**config.mk**
```make
export PLATFORM = sky130hd
export DESIGN_NAME = round_robin_escalating_quantum
export DESIGN_NICKNAME = d
export VERILOG_FILES = /design/src/sv/rreq_pkg.sv /design/src/sv/rreq_slot_mem.sv /design/src/sv/rreq_ctrl.sv /design/src/sv/round_robin_escalating_quantum.sv
export SDC_FILE = /design/constraint.sdc
export NUM_CORES = 1
export LEC_CHECK = 0
export BUFFER_PORTS_ARGS = -buffer_cell sky130_fd_sc_hd__buf_2
export CORE_MARGIN = 5
export CORE_UTILIZATION = 45
export DETAILED_ROUTE_END_ITERATION = 10
export PLACE_DENSITY = 0.67
export SLEW_MARGIN = 30
export SYNTH_ARGS = -nofsm -noshare
export SYNTH_HDL_FRONTEND = slang
export SYNTH_HIERARCHICAL = 1
export SYNTH_SLANG_ARGS = --single-unit
```
**constraint.sdc**
```tcl
create_clock -name clk -period 8.7 [get_ports clk]
set_input_delay 0.435 -clock clk [delete_from_list [all_inputs] [get_ports clk]]
set_output_delay 0.435 -clock clk [all_outputs]
set_load 0.05 [all_outputs]
```
**src/sv/rreq_pkg.sv**
```systemverilog
// Shared types, constants and helpers of the escalating-quantum round-robin scheduler.
package rreq_pkg;

	localparam int SLOTS_DEF  = 8;
	localparam int BURST_W    = 16;
	localparam int OWNER_W    = 16;
	localparam int ROUNDS_W   = 8;
	localparam int QUANT_W    = 8;
	localparam int CFG_IDX_W  = 3;
	localparam int CFG_DATA_W = 8;
	localparam int IN_DATA_W  = 32;
	localparam int OUT_DATA_W = 32;
	localparam int OUT_SLOT_W = 3;
	localparam int OUT_CNT_W  = 4;

	// Register indexes of the configuration port.
	localparam logic [CFG_IDX_W-1:0] REG_QUANTUM_EARLY      = 3'd0;
	localparam logic [CFG_IDX_W-1:0] REG_QUANTUM_MIDDLE     = 3'd1;
	localparam logic [CFG_IDX_W-1:0] REG_QUANTUM_LATE       = 3'd2;
	localparam logic [CFG_IDX_W-1:0] REG_EARLY_ROUND_LIMIT  = 3'd3;
	localparam logic [CFG_IDX_W-1:0] REG_MIDDLE_ROUND_LIMIT = 3'd4;

	localparam logic [QUANT_W-1:0]  RST_QUANTUM_EARLY      = 8'd4;
	localparam logic [QUANT_W-1:0]  RST_QUANTUM_MIDDLE     = 8'd6;
	localparam logic [QUANT_W-1:0]  RST_QUANTUM_LATE       = 8'd10;
	localparam logic [ROUNDS_W-1:0] RST_EARLY_ROUND_LIMIT  = 8'd2;
	localparam logic [ROUNDS_W-1:0] RST_MIDDLE_ROUND_LIMIT = 8'd5;

	localparam logic [ROUNDS_W-1:0] ROUNDS_MAX = 8'hFF;

	typedef struct packed {
		logic [QUANT_W-1:0]  quantum_early;
		logic [QUANT_W-1:0]  quantum_middle;
		logic [QUANT_W-1:0]  quantum_late;
		logic [ROUNDS_W-1:0] early_round_limit;
		logic [ROUNDS_W-1:0] middle_round_limit;
	} cfg_t;

	// Write enables of the three slot arrays.
	typedef struct packed {
		logic rem;
		logic rounds;
		logic owner;
	} mem_we_t;

	typedef struct packed {
		logic                  ran;
		logic [OUT_SLOT_W-1:0] run_slot;
		logic                  finished;
		logic [OWNER_W-1:0]    finished_owner;
		logic                  admit_ok;
		logic [OUT_SLOT_W-1:0] admit_slot;
		logic [OUT_CNT_W-1:0]  active_count;
	} res_t;

	// Slice length for a job with the given round count; zero acts as one.
	function automatic logic [QUANT_W-1:0] pick_quantum(cfg_t cfg, logic [ROUNDS_W-1:0] rounds);
		logic [QUANT_W-1:0] q;
		if (rounds < cfg.early_round_limit) begin
			q = cfg.quantum_early;
		end else if (rounds < cfg.middle_round_limit) begin
			q = cfg.quantum_middle;
		end else begin
			q = cfg.quantum_late;
		end
		return (q == '0) ? QUANT_W'(1) : q;
	endfunction

endpackage

```
**src/sv/rreq_slot_mem.sv**
```systemverilog
// Slot table storage: remaining work, round count and owner tag per slot.
module rreq_slot_mem #(
	parameter int SLOTS = rreq_pkg::SLOTS_DEF,
	localparam int SLOT_W = $clog2(SLOTS)
) (
	input  logic                         clk,
	input  rreq_pkg::mem_we_t            we,
	input  logic [SLOT_W-1:0]            wr_addr,
	input  logic [rreq_pkg::BURST_W-1:0]  wr_rem,
	input  logic [rreq_pkg::ROUNDS_W-1:0] wr_rounds,
	input  logic [rreq_pkg::OWNER_W-1:0]  wr_owner,
	input  logic [SLOT_W-1:0]            rd_addr,
	output logic [rreq_pkg::BURST_W-1:0]  rd_rem,
	output logic [rreq_pkg::ROUNDS_W-1:0] rd_rounds,
	output logic [rreq_pkg::OWNER_W-1:0]  rd_owner
);
	import rreq_pkg::*;

	logic [BURST_W-1:0]  rem_mem    [SLOTS];
	logic [ROUNDS_W-1:0] rounds_mem [SLOTS];
	logic [OWNER_W-1:0]  owner_mem  [SLOTS];

	always_ff @(posedge clk) begin
		if (we.rem) begin
			rem_mem[wr_addr] <= wr_rem;
		end
		if (we.rounds) begin
			rounds_mem[wr_addr] <= wr_rounds;
		end
		if (we.owner) begin
			owner_mem[wr_addr] <= wr_owner;
		end
		rd_rem    <= rem_mem[rd_addr];
		rd_rounds <= rounds_mem[rd_addr];
		rd_owner  <= owner_mem[rd_addr];
	end

endmodule

```
**src/sv/rreq_ctrl.sv**
```systemverilog
// Scheduler sequencer: occupancy scan, slice bookkeeping and result build.
module rreq_ctrl #(
	parameter int SLOTS = rreq_pkg::SLOTS_DEF,
	localparam int SLOT_W = $clog2(SLOTS)
) (
	input  logic                         clk,
	input  logic                         arst_n,
	input  rreq_pkg::cfg_t               cfg,
	input  logic                         in_valid,
	output logic                         in_ready,
	input  logic                         in_kind,
	input  logic [rreq_pkg::BURST_W-1:0]  in_burst,
	input  logic [rreq_pkg::OWNER_W-1:0]  in_owner,
	output logic                         res_valid,
	input  logic                         res_ready,
	output rreq_pkg::res_t               res,
	output rreq_pkg::mem_we_t            mem_we,
	output logic [SLOT_W-1:0]            wr_addr,
	output logic [rreq_pkg::BURST_W-1:0]  wr_rem,
	output logic [rreq_pkg::ROUNDS_W-1:0] wr_rounds,
	output logic [rreq_pkg::OWNER_W-1:0]  wr_owner,
	output logic [SLOT_W-1:0]            rd_addr,
	input  logic [rreq_pkg::BURST_W-1:0]  rd_rem,
	input  logic [rreq_pkg::ROUNDS_W-1:0] rd_rounds,
	input  logic [rreq_pkg::OWNER_W-1:0]  rd_owner
);
	import rreq_pkg::*;

	localparam int CNT_W = $clog2(SLOTS + 1);
	localparam logic [SLOT_W-1:0] LAST_SLOT = SLOT_W'(SLOTS - 1);
	localparam logic [CNT_W-1:0]  FULL_CNT  = CNT_W'(SLOTS);

	typedef enum logic [2:0] {
		ST_IDLE,
		ST_ADMIT_SCAN,
		ST_TICK_SCAN,
		ST_READ,
		ST_EXEC,
		ST_DONE
	} state_t;

	state_t              state_q;
	logic [BURST_W-1:0]  burst_q;
	logic [OWNER_W-1:0]  owner_q;
	logic [SLOT_W-1:0]   scan_q;
	logic [SLOT_W-1:0]   cur_q;
	logic [QUANT_W-1:0]  slice_q;
	logic                new_slice_q;
	logic [SLOTS-1:0]    occ_q;
	logic [CNT_W-1:0]    count_q;
	res_t                res_q;

	logic [SLOT_W-1:0]   scan_next;
	logic [SLOT_W-1:0]   cur_next;
	logic [QUANT_W-1:0]  slice_cur;
	logic [QUANT_W-1:0]  slice_next;
	logic [BURST_W-1:0]  rem_new;
	logic                fin;
	logic                slice_end;

	assign scan_next = (scan_q == LAST_SLOT) ? '0 : scan_q + SLOT_W'(1);
	assign cur_next  = (cur_q == LAST_SLOT) ? '0 : cur_q + SLOT_W'(1);

	// One served tick: the slice length comes from the round count on a fresh slice.
	assign slice_cur  = new_slice_q ? pick_quantum(cfg, rd_rounds) : slice_q;
	assign rem_new    = rd_rem - BURST_W'(1);
	assign fin        = (rem_new == '0);
	assign slice_next = fin ? '0 : slice_cur - QUANT_W'(1);
	assign slice_end  = (slice_next == '0);

	always_comb begin
		mem_we    = '0;
		wr_addr   = cur_q;
		wr_rem    = rem_new;
		wr_rounds = rd_rounds + ROUNDS_W'(1);
		wr_owner  = owner_q;
		if (state_q == ST_ADMIT_SCAN && !occ_q[scan_q]) begin
			mem_we    = '{rem: 1'b1, rounds: 1'b1, owner: 1'b1};
			wr_addr   = scan_q;
			wr_rem    = burst_q;
			wr_rounds = '0;
		end else if (state_q == ST_EXEC) begin
			mem_we.rem    = 1'b1;
			mem_we.rounds = slice_end && (rd_rounds != ROUNDS_MAX);
		end
	end

	assign rd_addr   = cur_q;
	assign in_ready  = (state_q == ST_IDLE);
	assign res_valid = (state_q == ST_DONE);
	assign res       = res_q;

	always_ff @(posedge clk or negedge arst_n) begin
		if (!arst_n) begin
			state_q     <= ST_IDLE;
			burst_q     <= '0;
			owner_q     <= '0;
			scan_q      <= '0;
			cur_q       <= '0;
			slice_q     <= '0;
			new_slice_q <= 1'b0;
			occ_q       <= '0;
			count_q     <= '0;
			res_q       <= '0;
		end else begin
			unique case (state_q)
				ST_IDLE: begin
					if (in_valid) begin
						res_q <= res_t'{active_count: OUT_CNT_W'(count_q), default: '0};
						if (in_kind) begin
							if (in_burst == '0 || count_q == FULL_CNT) begin
								state_q <= ST_DONE;
							end else begin
								burst_q <= in_burst;
								owner_q <= in_owner;
								scan_q  <= '0;
								state_q <= ST_ADMIT_SCAN;
							end
						end else if (slice_q != '0 && occ_q[cur_q]) begin
							new_slice_q <= 1'b0;
							state_q     <= ST_READ;
						end else begin
							slice_q <= '0;
							if (count_q == '0) begin
								state_q <= ST_DONE;
							end else begin
								scan_q  <= cur_q;
								state_q <= ST_TICK_SCAN;
							end
						end
					end
				end
				ST_ADMIT_SCAN: begin
					if (!occ_q[scan_q]) begin
						occ_q[scan_q]      <= 1'b1;
						count_q            <= count_q + CNT_W'(1);
						res_q.admit_ok     <= 1'b1;
						res_q.admit_slot   <= OUT_SLOT_W'(scan_q);
						res_q.active_count <= OUT_CNT_W'(count_q + CNT_W'(1));
						state_q            <= ST_DONE;
					end else begin
						scan_q <= scan_next;
					end
				end
				ST_TICK_SCAN: begin
					if (occ_q[scan_q]) begin
						cur_q       <= scan_q;
						new_slice_q <= 1'b1;
						state_q     <= ST_READ;
					end else begin
						scan_q <= scan_next;
					end
				end
				ST_READ: begin
					state_q <= ST_EXEC;
				end
				ST_EXEC: begin
					slice_q        <= slice_next;
					res_q.ran      <= 1'b1;
					res_q.run_slot <= OUT_SLOT_W'(cur_q);
					if (fin) begin
						occ_q[cur_q]         <= 1'b0;
						count_q              <= count_q - CNT_W'(1);
						res_q.finished       <= 1'b1;
						res_q.finished_owner <= rd_owner;
						res_q.active_count   <= OUT_CNT_W'(count_q - CNT_W'(1));
					end
					if (slice_end) begin
						cur_q <= cur_next;
					end
					state_q <= ST_DONE;
				end
				ST_DONE: begin
					if (res_ready) begin
						state_q <= ST_IDLE;
					end
				end
				default: begin
					state_q <= ST_IDLE;
				end
			endcase
		end
	end

endmodule

```
**src/sv/round_robin_escalating_quantum.sv**
```systemverilog
// Top level of the escalating-quantum round-robin scheduler.
//
// Input stream (s_axis_*): one transfer per item. s_axis_tuser is the kind
// (0 = time tick, 1 = admit a job); s_axis_tdata carries burst_length in
// bits 15:0 and owner_id in bits 31:16. Output stream (m_axis_*): one result
// transfer per input item, in order.
// Configuration: cfg_we / cfg_index / cfg_wdata write the five 8-bit
// registers (quanta and round limits); write only while the block is idle.
// Sequence from the input transfer to m_axis_tvalid: an admit scans the
// slots from 0 up to the lowest free one and writes it; a refused admit or
// a tick on an empty table goes straight to the result. A tick that continues
// a slice reads the current slot and then executes; a tick that starts a new
// slice first runs the occupancy scan from the current slot to the next
// occupied one. The single scan counter and the registered read port of the
// slot table set this sequence; one item is in work at a time and the
// sequencer returns to idle after handing off each result.
// Reset: all slots free, quanta 4/6/10, round limits 2/5, no slice active.
// Stall: a finished result waits in the output register; the next item is
// still taken and worked on, and its result holds until the register frees.
module round_robin_escalating_quantum #(
	parameter int SLOTS = rreq_pkg::SLOTS_DEF
) (
	input  logic                             clk,
	input  logic                             arst_n,
	input  logic                             s_axis_tvalid,
	output logic                             s_axis_tready,
	// burst_length [15:0], owner_id [31:16]
	input  logic [rreq_pkg::IN_DATA_W-1:0]   s_axis_tdata,
	// kind [0]
	input  logic                             s_axis_tuser,
	output logic                             m_axis_tvalid,
	input  logic                             m_axis_tready,
	// ran [0], run_slot [3:1], finished [4], finished_owner [20:5],
	// admit_ok [21], admit_slot [24:22], active_count [28:25], zero [31:29]
	output logic [rreq_pkg::OUT_DATA_W-1:0]  m_axis_tdata,
	input  logic                             cfg_we,
	input  logic [rreq_pkg::CFG_IDX_W-1:0]   cfg_index,
	input  logic [rreq_pkg::CFG_DATA_W-1:0]  cfg_wdata
);
	import rreq_pkg::*;

	localparam int SLOT_W = $clog2(SLOTS);

	cfg_t                cfg_q;
	logic                out_valid_q;
	logic [OUT_DATA_W-1:0] out_data_q;

	logic                res_valid;
	logic                res_ready;
	res_t                res;
	mem_we_t             mem_we;
	logic [SLOT_W-1:0]   wr_addr;
	logic [BURST_W-1:0]  wr_rem;
	logic [ROUNDS_W-1:0] wr_rounds;
	logic [OWNER_W-1:0]  wr_owner;
	logic [SLOT_W-1:0]   rd_addr;
	logic [BURST_W-1:0]  rd_rem;
	logic [ROUNDS_W-1:0] rd_rounds;
	logic [OWNER_W-1:0]  rd_owner;

	// Configuration registers; an index past the list is dropped.
	always_ff @(posedge clk or negedge arst_n) begin
		if (!arst_n) begin
			cfg_q.quantum_early      <= RST_QUANTUM_EARLY;
			cfg_q.quantum_middle     <= RST_QUANTUM_MIDDLE;
			cfg_q.quantum_late       <= RST_QUANTUM_LATE;
			cfg_q.early_round_limit  <= RST_EARLY_ROUND_LIMIT;
			cfg_q.middle_round_limit <= RST_MIDDLE_ROUND_LIMIT;
		end else if (cfg_we) begin
			unique case (cfg_index)
				REG_QUANTUM_EARLY:      cfg_q.quantum_early      <= cfg_wdata;
				REG_QUANTUM_MIDDLE:     cfg_q.quantum_middle     <= cfg_wdata;
				REG_QUANTUM_LATE:       cfg_q.quantum_late       <= cfg_wdata;
				REG_EARLY_ROUND_LIMIT:  cfg_q.early_round_limit  <= cfg_wdata;
				REG_MIDDLE_ROUND_LIMIT: cfg_q.middle_round_limit <= cfg_wdata;
				default: begin
				end
			endcase
		end
	end

	rreq_ctrl #(.SLOTS(SLOTS)) u_ctrl (
		.clk       (clk),
		.arst_n    (arst_n),
		.cfg       (cfg_q),
		.in_valid  (s_axis_tvalid),
		.in_ready  (s_axis_tready),
		.in_kind   (s_axis_tuser),
		.in_burst  (s_axis_tdata[BURST_W-1:0]),
		.in_owner  (s_axis_tdata[BURST_W+OWNER_W-1:BURST_W]),
		.res_valid (res_valid),
		.res_ready (res_ready),
		.res       (res),
		.mem_we    (mem_we),
		.wr_addr   (wr_addr),
		.wr_rem    (wr_rem),
		.wr_rounds (wr_rounds),
		.wr_owner  (wr_owner),
		.rd_addr   (rd_addr),
		.rd_rem    (rd_rem),
		.rd_rounds (rd_rounds),
		.rd_owner  (rd_owner)
	);

	rreq_slot_mem #(.SLOTS(SLOTS)) u_slot_mem (
		.clk       (clk),
		.we        (mem_we),
		.wr_addr   (wr_addr),
		.wr_rem    (wr_rem),
		.wr_rounds (wr_rounds),
		.wr_owner  (wr_owner),
		.rd_addr   (rd_addr),
		.rd_rem    (rd_rem),
		.rd_rounds (rd_rounds),
		.rd_owner  (rd_owner)
	);

	// Output register: load when empty or being drained this cycle.
	assign res_ready = !out_valid_q || m_axis_tready;

	always_ff @(posedge clk or negedge arst_n) begin
		if (!arst_n) begin
			out_valid_q <= 1'b0;
			out_data_q  <= '0;
		end else if (res_valid && res_ready) begin
			out_valid_q <= 1'b1;
			out_data_q  <= {3'b000, res.active_count, res.admit_slot, res.admit_ok,
				res.finished_owner, res.finished, res.run_slot, res.ran};
		end else if (m_axis_tready) begin
			out_valid_q <= 1'b0;
		end
	end

	assign m_axis_tvalid = out_valid_q;
	assign m_axis_tdata  = out_data_q;

endmodule
```
# Yosys cells after proc, flatten, opt, wreduce, memory -nomap -nowiden
# Memories as Yosys holds them, arrays and structs flattened. A register that Yosys moved wholly into a read port is not among the register bits.
# Index checks and enable logic that the tools add are counted.
[totals] ff_bits=161 latchBits=0 ramBits=320 mem_bits_ro=0 inputBits=49 out_inout_bits=34 elab_cells=182 n_memories=3
[op_classes] addsub=7 n_mul=0 n_div=0 n_lt_le_gt_ge=6 eq_ne=27 shift=0 n_mux=70 bitwise_logic=4 reduce_logical=42
[mem_list] memory="u_slot_mem.owner_mem" words=8 word_bits=16 rd=1 rd_ports_with_merged_regs=1 write_ports=1 line_no="rreq_slot_mem.sv:21" rtl="logic [OWNER_W-1:0] owner_mem [SLOTS];"
[mem_list] memory="u_slot_mem.rem_mem" words=8 word_bits=16 rd=1 rd_ports_with_merged_regs=1 write_ports=1 line_no="rreq_slot_mem.sv:19" rtl="logic [BURST_W-1:0] rem_mem [SLOTS];"
[mem_list] memory="u_slot_mem.rounds_mem" words=8 word_bits=8 rd=1 rd_ports_with_merged_regs=1 write_ports=1 line_no="rreq_slot_mem.sv:20" rtl="logic [ROUNDS_W-1:0] rounds_mem [SLOTS];"
[op_table] op="2-to-1 mux 8 bit" count=12
[op_table] op="2-to-1 mux 3 bit" count=20
[op_table] op="case mux 21 bit (2 select lines)" count=1
[op_table] op="logical NOT 16 bit" count=2
[op_table] op="case mux 8 bit (2 select lines)" count=2
[op_table] op="2-to-1 mux 29 bit" count=1
[op_table] op="case mux 3 bit (6 select lines)" count=1
[op_table] op="2-to-1 mux 1 bit" count=17
[op_table] op="2-to-1 mux 17 bit" count=1
[op_table] op="logical NOT 8 bit" count=2
[op_table] op="< comparator 8 bit" count=2
[op_table] op="2-to-1 mux 16 bit" count=1
[op_table] op="case mux 4 bit (2 select lines)" count=2
[op_table] op="AND reduction 4 bit" count=4
[op_table] op="subtractor 16 x 1 -> 16 bit, second input constant" count=1
[op_table] op="equality test 3 bit, second input constant" count=5
[op_table] op="equality test 3 x 2 -> 1 bit, second input constant" count=4
[op_table] op="inequality test 2 bit, second input constant" count=6
[op_table] op="case mux 4 bit (3 select lines)" count=1
[op_table] op="AND reduction 2 bit" count=6
[op_table] op="AND reduction 3 bit" count=4
[op_table] op="nonzero test 2 bit" count=6
[op_table] op="inequality test 2 x 1 -> 1 bit, second input constant" count=5
[op_table] op="inequality test 3 bit, second input constant" count=3
[op_table] op="30 further kinds" count=47

# Longest topological paths before layout
[depth] depth_word=14 depth_mapped=19 depth_no_buf=18

# Hierarchy
# The synthesis kept the hierarchy.
[modules_own_cells] module="rreq_slot_mem" instances=1 cells_per_inst=537 area_per_inst_um2=13259.0 seq_area_each_um2=10410.0
[modules_own_cells] module="rreq_ctrl" instances=1 cells_per_inst=720 area_per_inst_um2=6209.7 seq_area_each_um2=2277.2
[modules_own_cells] module="round_robin_escalating_quantum" instances=1 cells_per_inst=157 area_per_inst_um2=2680.1 seq_area_each_um2=1761.7

# Worst setup path after synthesis
# Ideal clock, no wire load.
[synth_path] kind="register -> register" startpoint="register cfg_q[2] (netlist bit)" endpoint="memory u_slot_mem.rounds_mem[0][0], enable pin" setup_ns=0.370 arrival_ns=4.656 required_ns=8.330 path_slack_ns=3.674 path_stages_with_launch=19 path_buffers=0 cell_sequence="dfstp_2 inv_1 ha_1 o21a_1 o21ai_1 o21ba_1 o211a_4 a21oi_2 or4_4 o21a_1 ha_1 inv_1 a211o_1 or4_4 a2111oi_4 o221ai_1 nand2_1 nand2b_1 nor2_1"
[synth_rtl] element="from (decl)" line_no="round_robin_escalating_quantum.sv:44" rtl="cfg_t cfg_q;"
[synth_rtl] element="to (decl)" line_no="rreq_slot_mem.sv:20"

==> flow_summary.toml <==
[drt]
first_pass_iters = 6
finalWirelength_um = 47700
final_antenna_net_count = 0
avgRoutedWirePerCell_um = 21.5
initialDrtViolationCount = 1149
drc = 0
viasPerCell = 5.69
route.vias.total = 12600

[timing]
hold_viol = 0
holdWs_ns = 0.0514
slew_headroom_pct = 31.1
fmax_ghz = 0.171
fin_crit_ns = 5.85
fin_ws_ns = 2.85
setup_viol = 0
tightest_slew_ns = 1.03
fin_skew_ns = 0.0347
rsz0062_at_grt = "no"
drv_slew = 0
post-route-period-util_pct = 67.2
tns_ns = 0

[clocking]
root_buffer = "clkbuf_16"
path_clk_slew_ns = 0.07
htree_levels = 2
cts_buffers = 53
tritoncts = "done"
clockBufferDepth = 3
cts_num_sinks = 521
insertion_delay_ns = 0.61
cts_resized = 0

[global_route]
grtUsageTotal_pct = 17.6
grt_overflow = 0
grt_max_degree = 68
antenna_found_initial = 0
grt_pass1_wl_um = 74500
grt_pass1_vias = 12800

[yosys]
syn_area_per_cell_um2 = 15.7
ys_dominant_reg_cell = "edfxtp_1"
async_reset_ff_share_pct = 30.9
synth.cell_area_mm2 = 0.0221
synthCells = 1414
seq_area_frac_synth_pct = 65.2
synth-seq-cells = 521
synth_edf_count = 320
yosys_warnings = 6
ys_types = 78

[cells_and_area]
nFillCells = 4068
final_cell_mix = "edfxtp_1, dfrtp_1, mux2_2"
fin_nets = 1581
fin_cells = 2217
syn_to_final_growth_pct = 13.0
drive_gt1_share_pct = 23.8
layout_commonest_cell = "edfxtp_1"
n_antenna_cell = 0

[floorplanning]
die_height_um = 232
core_area_mm2 = 0.0488
start_util_pct = 45.3
fp.dieW_um = 232
num_rows = 81
ios = 83
design.die.area_mm2 = 0.0538

[run_status]
status = "finished, final reports clean"

[worst_hold_path]
worstHoldPathType = "in -> reg"

[placed_design]
pre_cts_ws_ns = 2.96
placedCellCount = 2116
place.gp.congestion = 0.856
dp_hpwl_um = 30200
io_buffer_count = 79

[power]
p_comb_share_pct = 32.4
power.leakage_nw = 9.39
pwr_density_cell_mw_per_mm2 = 373
switchingPower_mw = 3.23
vdd_drop_max_uv = 175
power.internal_mw = 6.10
sw_frac_of_total_pct = 34.6
total_power_mw = 9.33
power_frac_clock_pct = 24.2
pwr-share-seq_pct = 43.5

[critical_path]
reg2reg_slack_ns = 2.85
worstPathArrival_ns = 6.07
critical_path.max_fanout = 8
end_kind = "flop"
crit_required_ns = 8.93
start_kind = "flop"
path_class = "reg -> reg"

[run]
cap_viol_max_count = 0
synth_stat cells (7+ instances only):
| cell type | instances | area share [%] |
|---|---|---|
| edfxtp_1 | 320 | 43 |
| dfrtp_1 | 153 | 17 |
| mux2_2 | 146 | 7.4 |
| nand2_1 | 106 | 1.8 |
| mux4_1 | 80 | 9.5 |
| nor2_1 | 77 | 1.3 |
| clkbuf_1 | 45 | 0.76 |
| a21oi_1 | 44 | 0.99 |
| dfxtp_1 | 40 | 3.6 |
| inv_1 | 32 | 0.54 |
| o21ai_0 | 32 | 0.72 |
| nand3_1 | 31 | 0.70 |
| ha_1 | 24 | 1.4 |
| nor3_1 | 24 | 0.54 |
| xnor2_1 | 19 | 0.75 |
| nor4_1 | 15 | 0.42 |
| nand2b_1 | 13 | 0.37 |
| xor2_1 | 12 | 0.47 |
| or3_1 | 10 | 0.28 |
| a22o_1 | 9 | 0.36 |
| a31oi_1 | 9 | 0.25 |
| buf_6 | 9 | 0.46 |
| mux2i_1 | 9 | 0.41 |
| dfstp_2 | 8 | 0.95 |
| nand4_1 | 8 | 0.23 |
| buf_1 | 7 | 0.12 |
registers in the layout, summed over array words and instances, names as in the netlist, 29 cells and up:
signal and flops:
cfg_q 40, m_axis_tdata 29, u_ctrl/res 29, u_slot_mem/owner_mem 128, u_slot_mem/rem_mem 128, u_slot_mem/rounds_mem 64
critical path: stages (launching register included):
cell	delay, ns
dfxtp_1	0.35
ha_1	0.39
and3_1	0.27
a211oi_1	0.71
a22oi_1	0.21
and3_1	0.26
a21oi_1	0.40
or2_2	0.21
o21a_1	0.16
ha_1	0.27
o221ai_1	0.15
nor4_1	0.35
xor2_1	0.20
a2111oi_4	0.43
o221ai_1	0.19
nand2_1	0.15
nand2b_1	0.13
nor2_1	0.64
power groups by stage:
stage	Combinational (mW)	Sequential (mW)	Clock (mW)
5_1_grt	3.28	4.13	2.42
3_5_place_dp	3.00	4.10	0
6_report	3.02	4.06	2.26
2_1_floorplan	2.24	3.98	0
3_3_place_gp	2.92	4.08	0
4_1_cts	3.02	4.06	2.31
cell families after synthesis:
| family | Yosys count | synth area share, % |
|---|---|---|
| buf+inv | 102 | 2.12 |
| other cells | 1 | 0.0169 |
| flops | 521 | 65.2 |
| simple gates | 327 | 7.20 |
| xor+xnor | 31 | 1.23 |
| mux | 236 | 17.4 |
| compound gates | 172 | 5.47 |
| fa+ha+maj | 24 | 1.36 |
layer usage:
metal | global-route usage (%) | routed length, µm | up-vias
met5 | 0 | 0 | -
met4 | 4.82 | 1040 | 0
met3 | 2.74 | 2480 | 85
met2 | 28.8 | 22900 | 424
met1 | 24.9 | 21300 | 6435
li1 | - | - | 5670
repair_timing:
item | CTS | global route
hold buffers | 1 | 0
buffers inserted | 0 | 0
endpoints found under the hold margin | 59 | 0
path summary, 6_finish.rpt:
check,startpoint,to,cells after the start
min in group asynchronous,arst_n,u_ctrl/burst_q[3]$_DFFE_PN0P_,2
min,s_axis_tdata[28],u_ctrl/wr_owner[12]$_DFFE_PN0P_,2
max,u_slot_mem/rd_rounds[7]$_DFF_P_,u_slot_mem/rounds_mem[4][5]$_DFFE_PP_,17
max in group asynchronous,arst_n,u_ctrl/rd_addr[0]$_DFFE_PN0P_,3
max reg2reg,u_slot_mem/rd_rounds[7]$_DFF_P_,u_slot_mem/rounds_mem[4][5]$_DFFE_PP_,17
min reg2reg,u_slot_mem/rd_owner[10]$_DFF_P_,u_ctrl/res[18]$_DFFE_PN0P_,2
metrics by stage:
step / utilization [%] / area (µm²)
4_1_cts: 51.2 / 25000
5_1_grt: 51.3 / 25000
3_3_place_gp: 47.6 / 23200
3_5_place_dp: 47.6 / 23300
2_1_floorplan: - / 22200
6_report: 51.3 / 25000
final cells by class:
type	count	area, µm²	share of cell area [%]
flip-flops and latches	521	14500	57.7
multi-input cells	793	7250	28.9
clock buffers	71	1440	5.77
well taps	664	831	3.32
repair buffers	106	611	2.44
clock inverters	29	325	1.30
inverters	33	124	0.495
No activity file was read; power rests on OpenSTA's default activity.
